===== src/sv/mdm_pkg.sv =====
// Shared types and constants for the mecanum drive mixer.
package mdm_pkg;

  localparam int AxisW   = 8;
  localparam int CfgW    = 7;
  localparam int CfgIdxW = 2;
  localparam int DrvW    = 10;
  localparam int MagW    = 9;
  localparam int NumW    = 16;
  localparam int QuoW    = 7;
  localparam int Lanes   = 4;

  localparam int LaneLf = 0;
  localparam int LaneLb = 1;
  localparam int LaneRf = 2;
  localparam int LaneRb = 3;

  localparam logic [CfgIdxW-1:0] CfgDeadband  = 2'd0;
  localparam logic [CfgIdxW-1:0] CfgTurnSpeed = 2'd1;

  localparam logic [CfgW-1:0] DeadbandRst  = 7'd10;
  localparam logic [CfgW-1:0] TurnSpeedRst = 7'd64;

  localparam logic [MagW-1:0] AxisLimit = 9'd127;

  typedef struct packed {
    logic [Lanes-1:0][NumW-1:0]  num;
    logic [MagW-1:0]             peak;
    logic [Lanes-1:0]            neg;
    logic                        scale;
    logic [Lanes-1:0][AxisW-1:0] raw;
  } div_req_t;

  typedef struct packed {
    logic [Lanes-1:0][QuoW-1:0]  quo;
    logic [Lanes-1:0]            neg;
    logic                        scale;
    logic [Lanes-1:0][AxisW-1:0] raw;
  } div_rsp_t;

endpackage


===== src/sv/mecanum_drive_mixer.sv =====
// Mecanum drive mixer: deadband, turn selection, four-wheel mix and normalization.
// One joystick request enters per cycle unless the pipeline stalls; its four wheel drives leave after these stages:
// one stage for deadband and mixing, one for the peak search and the 127*|drive| product,
// seven for the restoring divider (one quotient bit per stage, all four wheels in parallel)
// and the output register. Stalls on the output back up stage by stage; bubbles are filled.
// Register writes (index 0 deadband, index 1 turn speed, others ignored) are always taken.
module mecanum_drive_mixer (
  input  logic                                clk_i,
  input  logic                                rst_ni,
  input  logic                                cfg_valid_i,
  output logic                                cfg_ready_o,
  input  logic        [mdm_pkg::CfgIdxW-1:0]  cfg_index_i,
  input  logic        [mdm_pkg::CfgW-1:0]     cfg_data_i,
  input  logic                                in_valid_i,
  output logic                                in_ready_o,
  input  logic signed [mdm_pkg::AxisW-1:0]    forward_axis_i,
  input  logic signed [mdm_pkg::AxisW-1:0]    strafe_axis_i,
  input  logic                                turn_right_button_i,
  input  logic                                turn_left_button_i,
  output logic                                out_valid_o,
  input  logic                                out_ready_i,
  output logic signed [mdm_pkg::AxisW-1:0]    left_front_drive_o,
  output logic signed [mdm_pkg::AxisW-1:0]    left_back_drive_o,
  output logic signed [mdm_pkg::AxisW-1:0]    right_front_drive_o,
  output logic signed [mdm_pkg::AxisW-1:0]    right_back_drive_o
);
  import mdm_pkg::*;

  logic [CfgW-1:0] deadband_q, turn_speed_q;

  assign cfg_ready_o = 1'b1;

  always_ff @(posedge clk_i or negedge rst_ni) begin
    if (!rst_ni) begin
      deadband_q   <= DeadbandRst;
      turn_speed_q <= TurnSpeedRst;
    end else if (cfg_valid_i) begin
      case (cfg_index_i)
        CfgDeadband:  deadband_q   <= cfg_data_i;
        CfgTurnSpeed: turn_speed_q <= cfg_data_i;
        default: ;
      endcase
    end
  end

  logic              en1, en2, en3;
  logic              v1_q, v2_q, v3_q;
  logic              div_ready, div_valid;
  div_req_t          req_d, req_q;
  div_rsp_t          rsp;
  logic signed [DrvW-1:0] drv_d [Lanes];
  logic signed [DrvW-1:0] drv_q [Lanes];
  logic signed [AxisW-1:0] out_d [Lanes];
  logic signed [AxisW-1:0] out_q [Lanes];

  assign en3        = !v3_q || out_ready_i;
  assign en2        = !v2_q || div_ready;
  assign en1        = !v1_q || en2;
  assign in_ready_o = en1;

  // stage 1: deadband, turn, mix
  always_comb begin
    logic [AxisW-1:0]        fmag, smag;
    logic signed [AxisW-1:0] fwd, str, trn;
    logic signed [DrvW-1:0]  f, s, t;
    fmag = forward_axis_i[AxisW-1] ? (~forward_axis_i + 1'b1) : forward_axis_i;
    smag = strafe_axis_i[AxisW-1] ? (~strafe_axis_i + 1'b1) : strafe_axis_i;
    fwd  = (fmag > AxisW'(deadband_q)) ? forward_axis_i : '0;
    str  = (smag > AxisW'(deadband_q)) ? strafe_axis_i : '0;
    if (turn_right_button_i) begin
      trn = AxisW'(turn_speed_q);
    end else if (turn_left_button_i) begin
      trn = -AxisW'(turn_speed_q);
    end else begin
      trn = '0;
    end
    f = DrvW'(fwd);
    s = DrvW'(str);
    t = DrvW'(trn);
    drv_d[LaneLf] = f + t + s;
    drv_d[LaneLb] = f + t - s;
    drv_d[LaneRf] = f - t - s;
    drv_d[LaneRb] = f - t + s;
  end

  always_ff @(posedge clk_i or negedge rst_ni) begin
    if (!rst_ni) begin
      v1_q <= 1'b0;
    end else if (en1) begin
      v1_q <= in_valid_i;
    end
  end

  always_ff @(posedge clk_i) begin
    if (en1 && in_valid_i) begin
      drv_q <= drv_d;
    end
  end

  // stage 2: magnitudes, peak, 127*|drive|
  always_comb begin
    logic [DrvW-1:0] am;
    logic [MagW-1:0] m [Lanes];
    logic [MagW-1:0] pk;
    pk = '0;
    for (int l = 0; l < Lanes; l++) begin
      am   = drv_q[l][DrvW-1] ? (~drv_q[l] + 1'b1) : drv_q[l];
      m[l] = am[MagW-1:0];
      if (m[l] > pk) begin
        pk = m[l];
      end
    end
    for (int l = 0; l < Lanes; l++) begin
      req_d.num[l] = (NumW'(m[l]) << QuoW) - NumW'(m[l]);
      req_d.neg[l] = drv_q[l][DrvW-1];
      req_d.raw[l] = drv_q[l][AxisW-1:0];
    end
    req_d.peak  = pk;
    req_d.scale = pk > AxisLimit;
  end

  always_ff @(posedge clk_i or negedge rst_ni) begin
    if (!rst_ni) begin
      v2_q <= 1'b0;
    end else if (en2) begin
      v2_q <= v1_q;
    end
  end

  always_ff @(posedge clk_i) begin
    if (en2 && v1_q) begin
      req_q <= req_d;
    end
  end

  mdm_div u_div (
    .clk_i       (clk_i),
    .rst_ni      (rst_ni),
    .req_valid_i (v2_q),
    .req_ready_o (div_ready),
    .req_i       (req_q),
    .rsp_valid_o (div_valid),
    .rsp_ready_i (en3),
    .rsp_o       (rsp)
  );

  // output: restore sign or pass the unscaled drive
  always_comb begin
    logic [AxisW-1:0] q8;
    for (int l = 0; l < Lanes; l++) begin
      q8 = {1'b0, rsp.quo[l]};
      if (rsp.scale) begin
        out_d[l] = rsp.neg[l] ? (~q8 + 1'b1) : q8;
      end else begin
        out_d[l] = rsp.raw[l];
      end
    end
  end

  always_ff @(posedge clk_i or negedge rst_ni) begin
    if (!rst_ni) begin
      v3_q <= 1'b0;
    end else if (en3) begin
      v3_q <= div_valid;
    end
  end

  always_ff @(posedge clk_i) begin
    if (en3 && div_valid) begin
      out_q <= out_d;
    end
  end

  assign out_valid_o         = v3_q;
  assign left_front_drive_o  = out_q[LaneLf];
  assign left_back_drive_o   = out_q[LaneLb];
  assign right_front_drive_o = out_q[LaneRf];
  assign right_back_drive_o  = out_q[LaneRb];

`ifndef SYNTHESIS
  a_drive_range: assert property (@(posedge clk_i) disable iff (!rst_ni)
    out_valid_o |-> (left_front_drive_o != 8'sh80 && left_back_drive_o != 8'sh80 &&
                     right_front_drive_o != 8'sh80 && right_back_drive_o != 8'sh80))
    else $error("drive outside -127..127");

  a_empty_out_ready: assert property (@(posedge clk_i) disable iff (!rst_ni)
    !out_valid_o |-> in_ready_o)
    else $error("input blocked with empty output register");

  a_stall_holds: assert property (@(posedge clk_i) disable iff (!rst_ni)
    (v2_q && !div_ready) |=> v2_q && $stable(req_q))
    else $error("peak stage lost a request during divider stall");
`endif

endmodule


===== src/sv/mdm_div.sv =====
// Pipelined restoring divider, four lanes, one quotient bit per stage.
module mdm_div (
  input  logic              clk_i,
  input  logic              rst_ni,
  input  logic              req_valid_i,
  output logic              req_ready_o,
  input  mdm_pkg::div_req_t req_i,
  output logic              rsp_valid_o,
  input  logic              rsp_ready_i,
  output mdm_pkg::div_rsp_t rsp_o
);
  import mdm_pkg::*;

  localparam int Steps = QuoW;

  typedef struct packed {
    logic [Lanes-1:0][NumW-1:0]  rem;
    logic [Lanes-1:0][QuoW-1:0]  quo;
    logic [MagW-1:0]             peak;
    logic [Lanes-1:0]            neg;
    logic                        scale;
    logic [Lanes-1:0][AxisW-1:0] raw;
  } step_t;

  step_t            src  [Steps];
  step_t            st_q [Steps];
  logic [Steps-1:0] src_v;
  logic [Steps-1:0] v_q;
  logic [Steps:0]   en;

  always_comb begin
    en[Steps] = rsp_ready_i;
    for (int s = Steps - 1; s >= 0; s--) begin
      en[s] = !v_q[s] || en[s+1];
    end
  end

  assign req_ready_o = en[0];

  assign src[0]   = '{rem: req_i.num, quo: '0, peak: req_i.peak, neg: req_i.neg,
                      scale: req_i.scale, raw: req_i.raw};
  assign src_v[0] = req_valid_i;

  for (genvar s = 1; s < Steps; s++) begin : g_link
    assign src[s]   = st_q[s-1];
    assign src_v[s] = v_q[s-1];
  end

  for (genvar s = 0; s < Steps; s++) begin : g_step
    localparam int Bit = QuoW - 1 - s;
    step_t      st_d;
    logic [NumW-1:0] sh;

    assign sh = NumW'(src[s].peak) << Bit;

    always_comb begin
      st_d = src[s];
      for (int l = 0; l < Lanes; l++) begin
        if (src[s].rem[l] >= sh) begin
          st_d.rem[l]      = src[s].rem[l] - sh;
          st_d.quo[l][Bit] = 1'b1;
        end
      end
    end

    always_ff @(posedge clk_i or negedge rst_ni) begin
      if (!rst_ni) begin
        v_q[s] <= 1'b0;
      end else if (en[s]) begin
        v_q[s] <= src_v[s];
      end
    end

    always_ff @(posedge clk_i) begin
      if (en[s] && src_v[s]) begin
        st_q[s] <= st_d;
      end
    end
  end

  assign rsp_valid_o  = v_q[Steps-1];
  assign rsp_o.quo    = st_q[Steps-1].quo;
  assign rsp_o.neg    = st_q[Steps-1].neg;
  assign rsp_o.scale  = st_q[Steps-1].scale;
  assign rsp_o.raw    = st_q[Steps-1].raw;

endmodule

===== config.mk =====
export PLATFORM = sky130hd
export DESIGN_NAME = mecanum_drive_mixer
export DESIGN_NICKNAME = d
export VERILOG_FILES = /design/src/sv/mdm_pkg.sv /design/src/sv/mecanum_drive_mixer.sv /design/src/sv/mdm_div.sv
export SDC_FILE = /design/constraint.sdc
export NUM_CORES = 2
export LEC_CHECK = 0
export BUFFER_PORTS_ARGS = -buffer_cell sky130_fd_sc_hd__buf_2
export CAP_MARGIN = 25
export CORE_MARGIN = 5
export CORE_UTILIZATION = 45
export DETAILED_ROUTE_END_ITERATION = 12
export SLEW_MARGIN = 25
export SYNTH_ARGS = -nofsm -noshare
export SYNTH_HDL_FRONTEND = slang
export SYNTH_SLANG_ARGS = --single-unit

===== constraint.sdc =====
create_clock -name clk_i -period 11.24 [get_ports clk_i]
set_input_delay 1.124 -clock clk_i [delete_from_list [all_inputs] [get_ports clk_i]]
set_output_delay 1.124 -clock clk_i [all_outputs]
set_load 0.02 [all_outputs]

==> Word level (Yosys, flattened, before mapping) <==
Memory sizes are Yosys's and may differ from the RTL's.
Cells that the tools add are included.
{ "totals": {"regBits": 206, "ramBits": 966, "inputBits": 32, "out_inout_bits": 35, "wordCells": 252, "memories": 1} }
{ "classes": {"add_sub_neg": 49, "order_cmp": 35, "eq_ne": 1, "muxes": 92, "bitwise_logic": 10, "n_reduce_logical": 33} }
{ "mem_list": {"columns": ["name", "depth", "word_bits", "read_ports", "rd_ports_with_merged_regs", "wr", "line", "source"], "rows": [
  ["u_div.st_q", 7, 138, 7, 0, 7, "mdm_div.sv:26", "step_t st_q [Steps];"]
]} }
{ "ops": {"columns": ["cell", "count"], "rows": [
  ["16-bit 2-to-1 mux", 28],
  ["16-bit by 9-bit subtractor with 16-bit output", 8],
  ["8-bit 2-to-1 mux", 14],
  ["9-bit 2-to-1 mux", 8],
  ["16-bit by 10-bit >= comparator with 1-bit output", 4],
  ["16-bit by 11-bit >= comparator with 1-bit output", 4],
  ["16-bit by 12-bit >= comparator with 1-bit output", 4],
  ["16-bit by 13-bit >= comparator with 1-bit output", 4],
  ["16-bit by 14-bit >= comparator with 1-bit output", 4],
  ["16-bit by 15-bit >= comparator with 1-bit output", 4],
  ["16-bit by 9-bit >= comparator with 1-bit output", 4],
  ["16-bit by 10-bit subtractor with 16-bit output", 4],
  ["16-bit by 11-bit subtractor with 16-bit output", 4],
  ["16-bit by 12-bit subtractor with 16-bit output", 4],
  ["16-bit by 13-bit subtractor with 16-bit output", 4],
  ["16-bit by 14-bit subtractor with 16-bit output", 4],
  ["16-bit by 15-bit subtractor with 16-bit output", 4],
  ["8-bit by 1-bit adder with 8-bit output, second input constant", 6],
  ["1-bit 2-to-1 mux", 42],
  ["9-bit by 1-bit adder with 9-bit output, second input constant", 4],
  ["9-bit inverter", 4],
  ["7-bit inverter with 8-bit output", 4],
  ["9-bit greater-than comparator", 3],
  ["9-bit by 8-bit adder with 10-bit output", 2],
  ["14 further kinds", 45]
]} }

==> Logic depth before layout (Yosys ltp) <==
{ "depth": {"depth_word": 12, "mapped_depth": 34, "depth_no_buf": 31} }

==> Cells and area by module <==
A second synthesis with hierarchy kept.
{ "unflattened": {"cells_unflattened": 4282, "area_unflattened_um2": 52808.1} }
{ "modules_own_cells": {"columns": ["mod", "instances", "cells_each", "area_each_um2", "seq_area_each_um2"], "rows": [
  ["mdm_div", 1, 3058, 39934.6, 24468.5],
  ["mecanum_drive_mixer", 1, 1224, 12873.6, 5654.2]
]} }

==> Worst setup path before layout <==
Ideal clock, no wire load.
{ "synth_timing": {"path_kind": "input port to flip-flop", "startpoint": "input out_ready_i", "endpoint": "memory u_div.st_q[3][100] in the netlist's numbering (enable)", "arrival_time_ns": 6.704, "t_required_ns": 10.625, "setup_slack_ns": 3.921, "path_stages": 4, "path_buffers": 0, "cell_sequence": "nor2b_1 nand3_1 nor2_1 nor2b_1"} }
{ "synth_rtl": {"columns": ["item", "line", "source"], "rows": [
  ["start: declaration", "mecanum_drive_mixer.sv:21", "input logic out_ready_i,"],
  ["end: declaration", "mdm_div.sv:26", null]
]} }

==> summary.txt <==
status = finished clean
Slew Limit Fails = 0
Worst Setup Path Type = register to register
Hold Buf Count CTS = 0
WP data arrival = 9.15 ns
clk_lat worst skew = 0.69 ns
post-synth top area share = 0.561
number of remaining DRC errors = 0
fin area = 0.0561 mm2
grt total ovfl = 0
FMAX = 0.114 GHz
max-cap viol count = 0
unrepaired setup endpoints after global routing = false
WP data required = 11.66 ns
first-pass GRT wire length = 174000 um
Avg Inst Size Synth = 12.3 um2
Mapped Area = 0.0506 mm2
Slew Limit Headroom = 0.303
Worst-Margin Slew = 1.04 ns
Sum Neg Setup Slack = 0 ns
Core Area = 0.112 mm2
DRT Pass-1 Iters = 5
number of global-route vias before repair = 30600
commonest cells after routing, fill and taps aside = 945 x edfxtp_1, 366 x ha_1, 313 x nor2_1
Die Wd = 345 um
# rows = 123
post-route ant nets = 0
Layout area overhead = 10.8%
initial DRC count = 1802
Yosys warning total = 0
post-layout util = 0.500
Tcrit/Tclk final = 0.777
synthesized netlist net count = 4550
# setup viols final = 0
number of flops mapped to enable cells by yosys = 945
Via density = 5.36
I/O pins = 67
ys async rst share = 0.0248
most common cell after layout, fill and taps aside = edfxtp_1
final period demand of the worst path = 8.74 ns
CP max stage delay = 0.63 ns
layout cells sized above 1 = 0.0900
final hold violation count = 0
Vias = 31200
clock root cell = clkbuf_16
synth unique cells = 92
largest net degree at the start of global routing = 74
TritonCTS Buffers = 101
routability congestion estimate from global placement = 0.893
Most common cell on crit path = ha_1
Final nets = 4679
total track usage = 0.184
DP HPWL = 85700 um
htree depth = 3
die extent in y = 345 um
Synth Flop Type = edfxtp_1
Resize count post-CTS = 0
fillers = 9918
Die Area = 0.119 mm2
Longest Clk Path Bufs = 3
CTS tree = yes
CTS clock-pin slew for the worst setup and hold paths = 0.06 ns
port bufs = 65
CP startpoint kind = register
synth top area cells = edfxtp_1 56%, ha_1 9.1%, xnor2_1 2.7%
initial antenna violation count = 2
post-synth top area cell = edfxtp_1
Syn Inst Count = 4122
CP max FO = 15
sequential area share after synthesis = 0.573
Seq cells post-synth = 969
postcts setup bufs = 0
Worst path slowest cell = edfxtp_1
effective utilization at floorplan = 0.451
Hold Crit Class = register to register
drt wl/cell = 19.2 um
Clock Sink Count = 969
CP endpoint kind = register
skew final = 0.0331 ns
routed wire length = 112000 um
area post-placement = 0.0527 mm2
==> state kept, by name, summed over array words and instances, names as in the netlist, 7 cells and up <==
| register | flops |
|---|---|
| right_back_drive_o | 8 |
| deadband_q | 7 |
| u_div.st_q | 771 |
| left_back_drive_o | 8 |
| turn_speed_q | 7 |
| drv_q | 38 |
| req_q | 104 |
| right_front_drive_o | 8 |
| left_front_drive_o | 8 |
==> synth_stat cells (28+ instances only) <==
cell      number
edfxtp_1     945
ha_1         366
nor2_1       313
a21oi_1      271
nand2_1      249
inv_1        243
o21ai_0      223
xnor2_1      156
xor2_1       140
nor3_1       104
a21o_1        76
nand2b_1      76
mux2_2        73
o21a_1        70
nor2b_1       68
nand3_1       67
clkbuf_1      50
o31ai_1       49
nor4_1        44
or3_1         40
nand4_1       33
fa_1          30
o31a_1        28
==> final timing paths <==
path	startpoint	endpoint	slack (ns)	depth (start not counted)
worst max-delay path	drv_q[20]$_DFFE_PP_	req_q[32]$_DFFE_PP_	2.50	28
worst min-delay path	u_div.st_q[4][2]$_DFFE_PP_	u_div.st_q[5][2]$_DFFE_PP_	0.41	0
worst max register to register	drv_q[20]$_DFFE_PP_	req_q[32]$_DFFE_PP_	2.50	28
worst min register to register	u_div.st_q[4][2]$_DFFE_PP_	u_div.st_q[5][2]$_DFFE_PP_	0.41	0
max in group asynchronous	rst_ni	u_div.rsp_valid_o$_DFFE_PN0P_	10.42	1
min in group asynchronous	rst_ni	deadband_q[6]$_DFFE_PN0P_	0.42	1
==> kinds of logic (layout without fill, tap and decap cells) <==
| logic type | after synthesis | count (layout) | share of synthesized area |
|---|---|---|---|
| AOI/OAI and AO/OA | 909 | 909 | 0.114 |
| xor gates and xnor gates | 300 | 300 | 0.0525 |
| adders and majority gates | 396 | 396 | 0.102 |
| buffers and inverters | 311 | 520 | 0.0237 |
| DFF | 969 | 969 | 0.573 |
| muxes | 100 | 100 | 0.0217 |
| other | 1 | 2 | 0.0000741 |
| and+or+nand+nor | 1136 | 1136 | 0.112 |
==> through the flow <==
| stage | hold slack (ns) | setup WS, ns | std cells |
|---|---|---|---|
| after floorplan | 0.400 | 3.92 | 4122 |
| after global placement | 0.401 | 2.39 | 5647 |
| after detailed placement | 0.405 | 2.33 | 5647 |
| after CTS | 0.392 | 2.30 | 5830 |
| after global routing | 0.421 | 1.92 | 5831 |
| final | 0.410 | 2.50 | 5832 |
==> worst max-delay path: cells and delay by family, from the launching register on <==
family	cells	cell delay [ns]
multiplexers	3	1.01
flip-flops	1	0.63
buffers and inverters	1	0.28
AO/OA/AOI/OAI	12	3.55
AND/OR/NAND/NOR	8	1.88
adder cells (fa/ha/maj)	4	1.13
==> layout make-up <==
| cell class | instances | area (um2) | share of cell area |
|---|---|---|---|
| clock buffers | 122 | 2650 | 0.0472 |
| multi-input cells | 2842 | 20400 | 0.365 |
| flip-flops and latches | 969 | 29000 | 0.517 |
| repair buffers | 93 | 548 | 0.00978 |
| inverters | 244 | 916 | 0.0163 |
| diodes | 1 | 2.50 | 0.0000446 |
| well taps | 1500 | 1880 | 0.0335 |
| clock inverters | 61 | 644 | 0.0115 |
==> routing by layer <==
metal  share of wire  track usage  up-vias
li1                -            -    15700
met1            0.43        0.236    14800
met2            0.49        0.318      577
met3           0.036       0.0257      186
met4           0.042       0.0719        0
met5               0            0        -
Power is left out: the tool's default activity adds up to more than one toggle a clock period on the data nets, which glitch-free logic cannot reach.
